### config.mk
export PLATFORM = sky130hd
export DESIGN_NAME = nes_pad_poll_sequencer_core_flat
export DESIGN_NICKNAME = d
export VERILOG_FILES = /design/src/rtl/core/npps_pkg.sv /design/src/rtl/core/npps_if.sv /design/src/rtl/core/npps_lane.sv /design/src/rtl/core/npps_seq.sv /design/src/rtl/core/nes_pad_poll_sequencer_core.sv /design/src/flat_wrapper.sv
export SDC_FILE = /design/constraint.sdc
export NUM_CORES = 1
export LEC_CHECK = 0
export CAP_MARGIN = 20
export CORE_ASPECT_RATIO = 0.8
export CORE_UTILIZATION = 41
export DETAILED_ROUTE_END_ITERATION = 16
export DONT_BUFFER_PORTS = 1
export GPL_TIMING_DRIVEN = 1
export PLACE_DENSITY = 0.68
export SLEW_MARGIN = 25
export SYNTH_ARGS = -nofsm -noshare
export SYNTH_HDL_FRONTEND = slang
export SYNTH_HIERARCHICAL = 1
export SYNTH_SLANG_ARGS = --single-unit
### constraint.sdc
create_clock -name clk -period 2.45 [get_ports clk]
set_input_delay 0.3675 -clock clk [delete_from_list [all_inputs] [get_ports clk]]
set_output_delay 0.3675 -clock clk [all_outputs]
set_load 0.02 [all_outputs]
### src/rtl/core/npps_pkg.sv
// ----------------------------------------------------------------------------
// NES pad poll sequencer package
// Shared types and constants for the pad poll sequencer and its lanes.
// ----------------------------------------------------------------------------
package npps_pkg;

  // Number of data pins on the input item, and so the most pads that can be read.
  localparam int NPPS_PIN_SLOTS    = 4;
  // Bits shifted out of every pad per poll.
  localparam int NPPS_BITS_PER_PAD = 8;
  localparam int NPPS_BIT_IDX_W    = $clog2(NPPS_BITS_PER_PAD);
  localparam int NPPS_BUTTONS_W    = 32;

  localparam logic [NPPS_BIT_IDX_W-1:0] NPPS_LAST_BIT =
    NPPS_BIT_IDX_W'(NPPS_BITS_PER_PAD - 1);

  // Poll stages. Code 7 is never entered.
  typedef enum logic [2:0] {
    ST_LATCH_ON   = 3'd0,
    ST_SAMPLE_A   = 3'd1,
    ST_WAIT_A     = 3'd2,
    ST_LATCH_OFF  = 3'd3,
    ST_WAIT_B     = 3'd4,
    ST_CLOCK_UP   = 3'd5,
    ST_CLOCK_DOWN = 3'd6
  } npps_stage_t;

  // Control from the sequencer to the sampling lanes.
  typedef struct packed {
    logic                      clear;
    logic                      sample;
    logic [NPPS_BIT_IDX_W-1:0] bit_idx;
  } npps_lane_ctrl_t;

  // Line levels and status after the current tick.
  typedef struct packed {
    logic latch_level;
    logic clock_level;
    logic busy;
    logic done;
  } npps_tick_res_t;

endpackage

### src/rtl/core/npps_if.sv
// ----------------------------------------------------------------------------
// NES pad poll sequencer channels
// Valid/ready channel interfaces for the tick input and the result output.
// ----------------------------------------------------------------------------
interface npps_in_if
  import npps_pkg::*;
();
  logic                      valid;
  logic                      ready;
  logic                      start_req;
  logic [NPPS_PIN_SLOTS-1:0] data_pins;

  modport source (output valid, output start_req, output data_pins, input ready);
  modport sink   (input valid, input start_req, input data_pins, output ready);
endinterface

interface npps_out_if
  import npps_pkg::*;
();
  logic                      valid;
  logic                      ready;
  logic                      latch_level;
  logic                      clock_level;
  logic                      busy_res;
  logic                      done_res;
  logic [NPPS_BUTTONS_W-1:0] buttons;

  modport source (output valid, output latch_level, output clock_level, output busy_res,
                  output done_res, output buttons, input ready);
  modport sink   (input valid, input latch_level, input clock_level, input busy_res,
                  input done_res, input buttons, output ready);
endinterface

### src/rtl/core/npps_lane.sv
// ----------------------------------------------------------------------------
// NES pad poll sampling lane
// Collects the serial bits of one pad slot and presents them as pressed buttons.
// ----------------------------------------------------------------------------
module npps_lane
  import npps_pkg::*;
(
  input  logic                         clk,
  input  npps_lane_ctrl_t              ctrl,
  input  logic                         pin,
  output logic [NPPS_BITS_PER_PAD-1:0] pressed
);

  logic [NPPS_BITS_PER_PAD-1:0] store_r;
  logic [NPPS_BITS_PER_PAD-1:0] store_nxt;

  // The first bit shifted out (button A) lands in the top bit.
  always_comb begin
    store_nxt = store_r;
    if (ctrl.clear) begin
      store_nxt = '0;
    end else if (ctrl.sample && pin) begin
      store_nxt[NPPS_LAST_BIT - ctrl.bit_idx] = 1'b1;
    end
  end

  always_ff @(posedge clk) begin
    store_r <= store_nxt;
  end

  // The data line is active low.
  assign pressed = ~store_r;

endmodule

### src/rtl/core/npps_seq.sv
// ----------------------------------------------------------------------------
// NES pad poll stage sequencer
// Steps through the latch and clock stages once per accepted tick.
// ----------------------------------------------------------------------------
module npps_seq
  import npps_pkg::*;
(
  input  logic            clk,
  input  logic            rst_n,
  input  logic            tick,
  input  logic            start_req,
  output npps_lane_ctrl_t lane_ctrl,
  output npps_tick_res_t  tick_res
);

  npps_stage_t               stage_r, stage_nxt;
  logic [NPPS_BIT_IDX_W-1:0] bit_idx_r, bit_idx_nxt;
  logic                      running_r, running_nxt;
  logic                      latch_r, latch_nxt;
  logic                      clock_r, clock_nxt;

  always_ff @(posedge clk) begin
    if (!rst_n) begin
      stage_r   <= ST_LATCH_ON;
      bit_idx_r <= '0;
      running_r <= 1'b0;
      latch_r   <= 1'b0;
      clock_r   <= 1'b0;
    end else begin
      stage_r   <= stage_nxt;
      bit_idx_r <= bit_idx_nxt;
      running_r <= running_nxt;
      latch_r   <= latch_nxt;
      clock_r   <= clock_nxt;
    end
  end

  always_comb begin
    npps_stage_t               stage_cur;
    logic [NPPS_BIT_IDX_W-1:0] bit_cur;
    logic                      starting;
    logic                      done;

    // A start while idle begins a poll, and its first stage runs on the same tick.
    starting    = tick && !running_r && start_req;
    stage_cur   = running_r ? stage_r : ST_LATCH_ON;
    bit_cur     = running_r ? bit_idx_r : '0;
    done        = 1'b0;
    stage_nxt   = stage_r;
    bit_idx_nxt = bit_idx_r;
    running_nxt = running_r;
    latch_nxt   = latch_r;
    clock_nxt   = clock_r;
    lane_ctrl   = '{clear: starting, sample: 1'b0, bit_idx: bit_cur};

    if (tick && (running_r || start_req)) begin
      running_nxt = 1'b1;
      bit_idx_nxt = bit_cur;
      unique case (stage_cur)
        ST_LATCH_ON: begin
          latch_nxt = 1'b1;
          clock_nxt = 1'b0;
          stage_nxt = ST_SAMPLE_A;
        end
        ST_SAMPLE_A: begin
          lane_ctrl.sample = 1'b1;
          stage_nxt        = ST_WAIT_A;
        end
        ST_WAIT_A: begin
          stage_nxt = ST_LATCH_OFF;
        end
        ST_LATCH_OFF: begin
          latch_nxt = 1'b0;
          stage_nxt = ST_WAIT_B;
        end
        ST_WAIT_B: begin
          stage_nxt = ST_CLOCK_UP;
        end
        ST_CLOCK_UP: begin
          if (bit_cur == NPPS_LAST_BIT) begin
            done        = 1'b1;
            running_nxt = 1'b0;
            stage_nxt   = ST_LATCH_ON;
            bit_idx_nxt = '0;
          end else begin
            clock_nxt   = 1'b1;
            bit_idx_nxt = bit_cur + 1'b1;
            stage_nxt   = ST_CLOCK_DOWN;
          end
        end
        ST_CLOCK_DOWN: begin
          lane_ctrl.sample = 1'b1;
          clock_nxt        = 1'b0;
          stage_nxt        = ST_CLOCK_UP;
        end
        default: begin
          stage_nxt = ST_CLOCK_UP;
        end
      endcase
    end

    tick_res = '{latch_level: latch_nxt, clock_level: clock_nxt,
                 busy: running_nxt, done: done};
  end

endmodule

### src/rtl/core/nes_pad_poll_sequencer_core.sv
// ----------------------------------------------------------------------------
// NES pad poll sequencer core
// Drives the shared latch and clock lines of several NES pads and reads them.
// ----------------------------------------------------------------------------
// Every input transfer is one timer tick carrying a start request and the data
// line level of each pad slot; every tick yields exactly one result transfer
// with the latch and clock levels to drive, the busy flag and, on the tick a
// poll finishes, the pressed buttons of every pad (A in bit 7 of each byte).
// The block takes one tick per clock cycle: the stage sequencer and the
// sampling lanes update in the cycle the tick is accepted, and the result sits
// in an output register, so a new tick is taken while that register is empty
// or being drained in the same cycle. A full poll spans 20 ticks from the
// start request to the finishing tick: five for the latch stages, then a pair
// of clock stages for each of the seven later bits, then the finishing tick.
module nes_pad_poll_sequencer_core
  import npps_pkg::*;
#(
  parameter int SLOTS = 4
) (
  input  logic              clk,
  input  logic              rst_n,
  npps_in_if.sink           in_ch,
  npps_out_if.source        out_ch
);

  // Pads beyond the available data pins are never read.
  localparam int LANES = (SLOTS < NPPS_PIN_SLOTS) ? SLOTS : NPPS_PIN_SLOTS;

  logic                         tick;
  npps_lane_ctrl_t              lane_ctrl;
  npps_tick_res_t               tick_res;
  logic [NPPS_BITS_PER_PAD-1:0] pressed [LANES];
  logic [NPPS_BUTTONS_W-1:0]    buttons_merged;

  logic                         out_valid_r, out_valid_nxt;
  npps_tick_res_t               res_r;
  logic [NPPS_BUTTONS_W-1:0]    buttons_r;

  // A tick is taken whenever the result register can accept its result.
  assign in_ch.ready = !out_valid_r || out_ch.ready;
  assign tick        = in_ch.valid && in_ch.ready;

  npps_seq u_seq (
    .clk       (clk),
    .rst_n     (rst_n),
    .tick      (tick),
    .start_req (in_ch.start_req),
    .lane_ctrl (lane_ctrl),
    .tick_res  (tick_res)
  );

  // One sampling lane per pad slot; they all follow the same sequencer control.
  for (genvar n = 0; n < LANES; n++) begin : g_lane
    npps_lane u_lane (
      .clk     (clk),
      .ctrl    (lane_ctrl),
      .pin     (in_ch.data_pins[n]),
      .pressed (pressed[n])
    );
  end

  // Merge the lane bytes into the buttons word. No sample is taken on the
  // finishing tick, so the lane stores already hold the final bits.
  always_comb begin
    buttons_merged = '0;
    for (int n = 0; n < LANES; n++) begin
      buttons_merged[n*NPPS_BITS_PER_PAD +: NPPS_BITS_PER_PAD] = pressed[n];
    end
  end

  always_comb begin
    out_valid_nxt = out_valid_r;
    if (tick) begin
      out_valid_nxt = 1'b1;
    end else if (out_ch.ready) begin
      out_valid_nxt = 1'b0;
    end
  end

  always_ff @(posedge clk) begin
    if (!rst_n) begin
      out_valid_r <= 1'b0;
    end else begin
      out_valid_r <= out_valid_nxt;
    end
  end

  // Result payload: the buttons word reads zero except on the finishing tick.
  always_ff @(posedge clk) begin
    if (tick) begin
      res_r     <= tick_res;
      buttons_r <= tick_res.done ? buttons_merged : '0;
    end
  end

  assign out_ch.valid       = out_valid_r;
  assign out_ch.latch_level = res_r.latch_level;
  assign out_ch.clock_level = res_r.clock_level;
  assign out_ch.busy_res    = res_r.busy;
  assign out_ch.done_res    = res_r.done;
  assign out_ch.buttons     = buttons_r;

`ifndef SYNTHESIS
  a_tick_gives_result: assert property (@(posedge clk) disable iff (!rst_n)
    tick |=> out_valid_r)
    else $error("accepted tick produced no result");

  a_done_not_busy: assert property (@(posedge clk) disable iff (!rst_n)
    (out_valid_r && res_r.done) |-> !res_r.busy)
    else $error("poll reported done while still busy");

  a_buttons_only_on_done: assert property (@(posedge clk) disable iff (!rst_n)
    (out_valid_r && !res_r.done) |-> (buttons_r == '0))
    else $error("buttons reported outside the finishing tick");

  a_lines_exclusive: assert property (@(posedge clk) disable iff (!rst_n)
    out_valid_r |-> !(res_r.latch_level && res_r.clock_level))
    else $error("latch and clock lines both high");
`endif

endmodule

### src/flat_wrapper.sv
// flat-port wrapper written by rule: the top's interface ports become plain ports
module nes_pad_poll_sequencer_core_flat import npps_pkg::*;
#(
  parameter int SLOTS = 4
)
  (clk, rst_n, in_ch_valid, in_ch_start_req, in_ch_data_pins, in_ch_ready, out_ch_valid, out_ch_latch_level, out_ch_clock_level, out_ch_busy_res, out_ch_done_res, out_ch_buttons, out_ch_ready);
  npps_in_if in_ch_i ();
  npps_out_if out_ch_i ();
  input  logic clk;
  input  logic rst_n;
  input wire logic [$bits(in_ch_i.valid)-1:0] in_ch_valid;
  input wire logic [$bits(in_ch_i.start_req)-1:0] in_ch_start_req;
  input wire logic [$bits(in_ch_i.data_pins)-1:0] in_ch_data_pins;
  output wire logic [$bits(in_ch_i.ready)-1:0] in_ch_ready;
  output wire logic [$bits(out_ch_i.valid)-1:0] out_ch_valid;
  output wire logic [$bits(out_ch_i.latch_level)-1:0] out_ch_latch_level;
  output wire logic [$bits(out_ch_i.clock_level)-1:0] out_ch_clock_level;
  output wire logic [$bits(out_ch_i.busy_res)-1:0] out_ch_busy_res;
  output wire logic [$bits(out_ch_i.done_res)-1:0] out_ch_done_res;
  output wire logic [$bits(out_ch_i.buttons)-1:0] out_ch_buttons;
  input wire logic [$bits(out_ch_i.ready)-1:0] out_ch_ready;
  assign in_ch_i.valid = in_ch_valid;
  assign in_ch_i.start_req = in_ch_start_req;
  assign in_ch_i.data_pins = in_ch_data_pins;
  assign in_ch_ready = in_ch_i.ready;
  assign out_ch_valid = out_ch_i.valid;
  assign out_ch_latch_level = out_ch_i.latch_level;
  assign out_ch_clock_level = out_ch_i.clock_level;
  assign out_ch_busy_res = out_ch_i.busy_res;
  assign out_ch_done_res = out_ch_i.done_res;
  assign out_ch_buttons = out_ch_i.buttons;
  assign out_ch_i.ready = out_ch_ready;
  nes_pad_poll_sequencer_core #(.SLOTS(SLOTS)) u_core (.clk(clk), .rst_n(rst_n), .in_ch(in_ch_i), .out_ch(out_ch_i));
endmodule
### Word-level counts from Yosys, hierarchy flattened

Index checks and enable logic that the tools add are counted.
Widths: inputs -> output; s select.

* output and inout port bits: 38
* register bits after elaboration: 78
* word-level logic and storage cells: 73
* input bits: 9

* $add $sub $neg: 2
* reductions and logical operators: 17
* order comparisons: 2
* bitwise gates (word level): 8
* multiplexer cells: 23
* eq/ne operators: 6

Operators with widths (count)
* $not 8->8: 4
* $or 8x8->8: 4
* $mux 3: 5
* $pmux 3 s5: 1
* $mux 1: 14
* $eq 3x3->1 const B: 3
* $logic_and 1x1->1: 9
* $eq 3x2->1 const B: 2
* $lt 3x4->1 const B: 1
* $pmux 1 s2: 2
* $reduce_or 2->1: 2
* $add 3x1->3 const B: 1
* $demux 1 s3: 1
* $eq 3x1->1 const B: 1
* $ge 3x1->1 const B: 1
* $logic_not 3->1: 1
* $sub 3x3->3 const A: 1
* $logic_not 1->1: 2
* $logic_or 1x1->1: 2
* $reduce_bool 2->1: 1

### Longest topological paths before layout

* depth in word-level cells: 7
* gate-level depth with buffers: 9

### Hierarchy

The synthesis kept the hierarchy.

Modules (own cells, without submodules)
* nes_pad_poll_sequencer_core: area an instance 1387.6 µm², cells each 76, seq. area each 1101.1 µm², instances 1
* npps_lane: area an instance 334.1 µm², cells each 31, seq. area each 160.2 µm², instances 4
* npps_seq: area an instance 664.4 µm², cells each 77, seq. area each 180.2 µm², instances 1

### Least setup slack after synthesis

OpenSTA, ideal clock, no wires.

* path type: register to register
* start: reg u_core.out_valid_r (netlist: u_core/out_ch.valid)
* end: reg u_core.g_lane[0].u_lane.store_r[4]
* setup slack: -0.217 ns
* clock period less this slack: 2.667 ns
* setup time: 0.075 ns
* cell stages (with the launch flop): 8
* data arrival time: 2.591 ns
* cell sequence: dfxtp_1 > nand2b_4 > and2_1 > buf_6 > and2_1 > and2_1 > nand4b_1 > o22ai_1

RTL lines
* start: declaration: RTL line nes_pad_poll_sequencer_core.sv:35 `logic out_valid_r, out_valid_nxt;`
* start signal: assignment: RTL line nes_pad_poll_sequencer_core.sv:84 `out_valid_r <= out_valid_nxt;`
* end signal: assignment: RTL line npps_lane.sv:28 `store_r <= store_nxt;`
* end: declaration: RTL line npps_lane.sv:14 `logic [NPPS_BITS_PER_PAD-1:0] store_r;`

==> impl_metrics.tcl <==
set metrics [dict create \
    status "finished clean" \
    tritoncts "yes" \
    syn_area_mm2 0.00339 \
    rsz0062_at_grt "no" \
    synth_cells 277 \
    r2r_end "u_core/out_ch.buttons[4]$_SDFFCE_PN0P_" \
    startpoint "u_core/u_seq/stage_r[0]$_SDFFE_PN0P_" \
    cpMaxStageDelayCell "and3_1" \
    grt_pass1_wl_um 9390 \
    met3_length_um 380 \
    clockBufferDepth 2 \
    vias_per_cell 5.02 \
    cp.arrival_ns 2.43 \
    yosysMostFrequentCell "dfxtp_1" \
    ff2ff_path_depth 3 \
    synth_edf_count 36 \
    crit_required_ns 2.66 \
    drive_above_1_share 0.311 \
    grt_usage 0.141 \
    cp_max_fo 33 \
    dp.cells 378 \
    htree_levels 3 \
    cts_root_buffer "clkbuf_8" \
    postSynth.asyncResetShare 0 \
    yosys.area_share.simple 0.202 \
    drc 0 \
    setup_tns_ns 0 \
    n_antenna_cell 0 \
    synth_top_family_by_area "simple AND/OR/NAND/NOR gates" \
    hp-class "input pin to register" \
    synth_common_cells "dfxtp_1, inv_1, edfxtp_1, and2_2" \
    crit_path_start_kind "register" \
    ys_seq_elements 78 \
    cpLargestDelayFamily "simple AND/OR/NAND/NOR gates" \
    clkTransAtPathRegs_ns 0.08 \
    r2r_slack_ns 0.23 \
    cts_hold_buf 0 \
    syn_nets 288 \
    drtAntennaViolNets 0 \
    worst_pin_slew_ns 0.888 \
    core_mm2 0.00798 \
    placed_area_mm2 0.00345 \
    worst-path-buf-inv 0 \
    cts_buffers 9 \
    dieArea_mm2 0.00863 \
    clk_latency_ns 0.34 \
    crit_chain "and3b_1 > and3_1 > and2_2" \
    nets 292 \
    rows 29 \
    antenna_found_initial 0 \
    synth-compound-area-share 0.134 \
    synth_xor_xnor_area_share 0.00517 \
    cts_setup_buffers 0 \
    post-route-period-util 0.904 \
    first_global_vias 1889 \
    initial_core_util 0.424 \
    stdcell_area_mm2 0.00365 \
    first_pass_iters 4 \
    cts_resized 0 \
    min_period_ns 2.22 \
    first_iter_violations 102 \
    synth_top_area_cell "edfxtp_1" \
    ys_types 44 \
    p_leak_nw 1.30 \
    grt_overflow 0 \
    ios 47 \
    ys_seq_area_frac 0.567 \
    cp.depth 3 \
    die_w_um 104 \
    vias 1978 \
    criticalPathCategory "register to register" \
    avgRoutedWirePerCell_um 14.5 \
    area_growth_pct 7.79 \
    wl_um 5710 \
    max_stage_delay_ns 0.81 \
    max_freq_ghz 0.451 \
    syn_avg_cell_area_um2 12.2 \
    synth_fa_ha_area_frac 0.00739 \
    routed.top_layer "met4" \
    fp.dieH_um 83.3 \
    slew_violations 0 \
    total_power_w 0.00252 \
    gp_congestion 0.780 \
    met1_length_um 2570 \
    final_hold_viol_count 0 \
    dp_hpwl_um 3880 \
    power.density_mw_per_mm2 691 \
    synthMuxAreaShare 0 \
    grt_max_degree 34 \
    slew_headroom 0.408 \
    ys_top_cells_by_area "edfxtp_1, dfxtp_1, and2_2" \
    fin_skew_ns 0.00710 \
    crit_end "u_core/out_ch.buttons[4]$_SDFFCE_PN0P_" \
    route.met2.wl_um 2700 \
    yosysWarnings 6 \
    port_buffers 0 \
    clock-sinks 78 \
    synthDominantCellAreaShare 0.319 \
    ys.flop_type "dfxtp_1" \
    r2r_start "u_core/u_seq/stage_r[0]$_SDFFE_PN0P_" \
    endpoint_kind "register" \
    vdd_ir_drop_max_v 0.000274 \
    final_cells 394 \
    setup_viol 0 \
    cap_violations 0 \
]
area by class of cell:
type	instances	area (um2)
clock buffer	10	128
clock inverter	6	71.3
fill	730	4330
inverter	37	139
multi-input combinational	145	1180
sequential	78	1920
tap	108	135
timing repair buffer	10	75.1
flip-flops by register name, indices dropped and copies added (netlist names), 3 cells and up:
register and cells:
u_core/g_lane.u_lane/store_r 32, u_core/out_ch.buttons 32, u_core/u_seq/bit_idx_r 3, u_core/u_seq/stage_r 3
worst register-to-register path: stages, from the launching register on:
cell and delay (ns):
dfxtp_1 0.52, and3b_1 0.46, and3_1 0.81, and2_2 0.30
kinds of logic (layout without fill, tap and decap cells):
| logic type | Yosys count | count (layout) |
|---|---|---|
| AND/OR/NAND/NOR | 87 | 87 |
| flip-flops | 78 | 78 |
| AO/OA/AOI/OAI | 54 | 54 |
| buffers and inverters | 54 | 63 |
| adder cells (fa/ha/maj) | 2 | 2 |
| XOR/XNOR | 2 | 2 |
layout by cell type (no fill, tap or decap), drive strengths merged, types with 2 or more instances in the layout:
cell type	instances
o31ai	2
ha	2
nand4	4
and2	37
nand3	5
or2	4
a31oi	3
clkbuf	10
and3b	2
dfxtp	42
xnor2	2
o22ai	32
a21oi	4
nand3b	2
buf	10
nand4b	8
clkinv	2
nand4bb	4
o21ai	4
edfxtp	36
a2bb2oi	2
inv	38
a31o	2
clkinvlp	2
nand2	6
nand2b	8
worst min-delay path by stage:
stage | end | cells after the start | from | slack [ns]
after floorplan | u_core/g_lane[0].u_lane/store_r[4]$_SDFFE_PP0P_ | 2 | u_core/g_lane[0].u_lane/store_r[4]$_SDFFE_PP0P_ | 0.45
after global placement | u_core/g_lane[1].u_lane/store_r[0]$_SDFFE_PP0P_ | 2 | u_core/g_lane[1].u_lane/store_r[0]$_SDFFE_PP0P_ | 0.46
after detailed placement | u_core/g_lane[3].u_lane/store_r[2]$_SDFFE_PP0P_ | 2 | u_core/g_lane[3].u_lane/store_r[2]$_SDFFE_PP0P_ | 0.47
after CTS | u_core/out_ch.valid$_SDFFE_PN0P_ | 2 | in_ch_valid | 0.14
after global routing | u_core/out_ch.valid$_SDFFE_PN0P_ | 1 | rst_n | 0.16
final | u_core/out_ch.valid$_SDFFE_PN0P_ | 2 | in_ch_valid | 0.17
layer usage:
metal | vias up | global-route usage
li1 | 981 | -
met1 | 949 | 0.167
met2 | 43 | 0.228
met3 | 5 | 0.0659
met4 | 0 | 0.0435
met5 | - | 0
power breakdown:
group	leakage (nW)	switching, W	internal, W
Clock	0.0931	0.000467	0.000477
Combinational	0.498	0.0000747	0.0000480
Sequential	0.704	0.0000556	0.00140
through the flow:
step	hold slack [ns]	utilization	setup slack (ns)
finish	0.169	0.458	0.235
global route	0.158	0.458	0.0532
CTS	0.145	0.458	0.192
detailed placement	0.468	0.433	0.202
global placement	0.464	0.433	0.292
floorplan	0.447	-	0.180
(Power assumes the default switching activity.)
